$ cat src/hdl/ctrr_ram.sv
module ctrr_ram #(
   parameter int unsigned WIDTH = 64,
   parameter int unsigned DEPTH = 64
) (
   input  logic                                   clock,
   input  logic                                   wr_en,
   input  logic [((DEPTH > 1) ? $clog2(DEPTH) : 1)-1:0] wr_addr,
   input  logic [WIDTH-1:0]                       wr_data,
   input  logic                                   rd_en,
   input  logic [((DEPTH > 1) ? $clog2(DEPTH) : 1)-1:0] rd_addr,
   output logic [WIDTH-1:0]                       rd_data
);

   logic [WIDTH-1:0] mem_ff [DEPTH];
   logic [WIDTH-1:0] rd_data_ff;

   // The read data holds until the next read.
   always_ff @(posedge clock) begin
      if (wr_en) begin
         mem_ff[wr_addr] <= wr_data;
      end
      if (rd_en) begin
         rd_data_ff <= mem_ff[rd_addr];
      end
   end

   assign rd_data = rd_data_ff;

endmodule

$ cat config.mk
export PLATFORM = sky130hd
export DESIGN_NAME = ctrr_ram
export DESIGN_NICKNAME = d
export VERILOG_FILES = /design/src/hdl/ctrr_ram.sv
export SDC_FILE = /design/constraint.sdc
export NUM_CORES = 2
export LEC_CHECK = 0
export ABC_CLOCK_PERIOD_IN_PS = 6400
export BUFFER_PORTS_ARGS = -buffer_cell sky130_fd_sc_hd__buf_4
export CAP_MARGIN = 20
export CORE_ASPECT_RATIO = 0.75
export CORE_UTILIZATION = 45
export CTS_CLUSTER_DIAMETER = 40
export DETAILED_ROUTE_END_ITERATION = 6
export PLACE_DENSITY = 0.66
export SYNTH_ARGS = -nofsm -noshare
export SYNTH_HDL_FRONTEND = slang
export SYNTH_SLANG_ARGS = --single-unit
$ cat constraint.sdc
create_clock -name clock -period 6.4 [get_ports clock]
set_input_delay 0.64 -clock clock [delete_from_list [all_inputs] [get_ports clock]]
set_output_delay 0.64 -clock clock [all_outputs]
set_load 0.02 [all_outputs]
==> flow_metrics.tcl <==
set metrics [dict create \
    yosysSeqAreaShare 0.796 \
    hold_path.class "in -> reg" \
    clockBufferDepth 4 \
    cts_made_buffers 423 \
    die_w_um 684 \
    finalMaxSlewViolations 0 \
    ant_nets 0 \
    htree_levels 5 \
    port_buffers 142 \
    track_usage 0.249 \
    synthToLayoutAreaGrowth_pct 14.1 \
    r2r_slack_ns 4.22 \
    post-cts-setup-buffers 0 \
    startpoint "rd_addr[0]" \
    crit_path_start_kind "input pin" \
    core-area_mm2 0.347 \
    final.min_clock_period_ns 3.18 \
    rr_startpoint "mem_ff[56][11]" \
    routabilityCongestion 0.786 \
    drc 0 \
    synth_fp_nets 6677 \
    via_count 77729 \
    clk_pin_slew_ns 0.06 \
    ys_types 32 \
    leakage_nw 55.5 \
    wl_um 441000 \
    cts.sinks 4160 \
    cts_root_buffer "clkbuf_16" \
    dr.pass1.iters 5 \
    p_per_area_mw_per_mm2 325 \
    rsz0062_at_grt "false" \
    grt_first_pass_wirelength_um 610000 \
    yosysWarnings 0 \
    wire_per_inst_um 36.7 \
    die_h_um 514 \
    crit_required_ns 7.05 \
    initial_core_util 0.453 \
    post_cts_resized 0 \
    fmax_mhz 314 \
    min-delay-start "rd_en" \
    io_pins 143 \
    nets 7109 \
    fin_skew_ns 0.0590 \
    drive_above_1_share 0.293 \
    status "complete, no violations" \
    grt_max_degree 122 \
    ctsHoldBuffers 0 \
    crit_path_max_fanout 111 \
    drv_cap 0 \
    rows 187 \
    worst_pin_slew_ns 1.25 \
    fin_crit_sh 0.497 \
    hold_violations 0 \
    drt_iter0_drc 11701 \
    dieArea_mm2 0.351 \
    pre_cts_ws_ns 2.29 \
    final_common_cell "edfxtp_1" \
    cp.arrival_ns 3.83 \
    final_cell_mix "edfxtp_1, mux4_2, clkbuf_16, buf_4, a22oi_1" \
    place_hpwl_um 235000 \
    viasPerCell 6.47 \
    avgSynthCellArea_um2 23.8 \
    synth-edff-count 4160 \
    timing.slew.headroom 0.166 \
    grt_pass1_vias 76702 \
    peakVddDrop_mv 0.312 \
    overflow 0 \
    ys.flop_type "edfxtp_1" \
    cp-end-kind "flip-flop" \
    fin_ws_ns 3.22 \
    cts_tree "built" \
    syn_area_mm2 0.157 \
    antenna_found_initial 39 \
    finalSetupTns_ns 0 \
    synthCells 6598 \
    ys_ff_latch 4160 \
    clock_latency_ns 0.97 \
    setup_viol_count_final 0 \
    ys_async_sr_fraction 0 \
    crit_type "in -> reg" \
]
-- worst max-delay path, stage by stage --
cell	delay [ns]
buf_16	0.56
buf_12	0.63
mux4_2	0.61
mux2i_1	0.20
o22ai_1	0.13
a41oi_1	0.58
a211oi_1	0.10
-- synth_stat cells (38+ instances only) --
library cell / n / area [µm²]
edfxtp_1: 4160 / 125000
mux4_2: 1024 / 23100
buf_2: 170 / 851
a22oi_1: 168 / 1260
clkbuf_1: 140 / 526
mux2i_1: 135 / 1350
nor2_1: 112 / 420
a22o_1: 88 / 771
o22ai_1: 83 / 519
and3_1: 64 / 400
a211oi_1: 63 / 473
nand2_1: 58 / 218
nand3_1: 45 / 225
o221ai_1: 38 / 333
-- state kept, by name (all words and copies together), names as in the netlist --
name and flops:
rd_data 64, mem_ff 4096
-- layer usage --
layer,wire [µm],GRT usage,up-vias,part of all wire
li1,-,-,29484,-
met1,175000,0.368,42140,0.40
met2,197000,0.369,5291,0.45
met3,55400,0.0598,796,0.13
met4,13800,0.0732,18,0.031
met5,110,0,-,0.00025
-- power by group --
group	switching [W]	internal [W]
Clock	0.0107	0.0145
Sequential	0.000137	0.0302
Combinational	0.00165	0.000959
-- cell families (layout without fill, tap and decap cells) --
kind of cell / Yosys count / count (layout) / share of synthesized area
other: 0 / 17 / 0
multiplexers: 1159 / 1159 / 0.156
buffers and inverters: 389 / 1162 / 0.0118
AND/OR/NAND/NOR: 386 / 386 / 0.0123
AO/OA/AOI/OAI: 504 / 504 / 0.0247
flip-flops: 4160 / 4160 / 0.796
-- metrics by stage --
step                hold WS (ns)  cell area [µm²]   util  power, W  cells
finish                     0.127           179000  0.517    0.0582  12018
global route              0.0897           179000  0.517    0.0595  12003
CTS                       0.0630           179000  0.516    0.0584  11998
detailed placement         0.902           165000  0.476    0.0335  11232
global placement           0.892           165000  0.476    0.0335  11230
floorplan                  0.739           157000      -    0.0323   6598
-- final timing paths --
kind | to | cells past startpoint
min reg2reg | rd_data[12] | 4
max | rd_data[41] | 7
max reg2reg | rd_data[11] | 5
min | rd_data[38] | 1
-- layout make-up --
cell class / instances / area [µm²]
antenna: 17 / 42.5
clock buffer: 469 / 10800
clock inverter: 297 / 3280
fill: 26099 / 167000
inverter: 19 / 71.3
multi-input combinational: 2049 / 30800
sequential: 4160 / 125000
tap: 4630 / 5790
timing repair buffer: 377 / 3340
No activity file was read; power rests on OpenSTA's default activity.
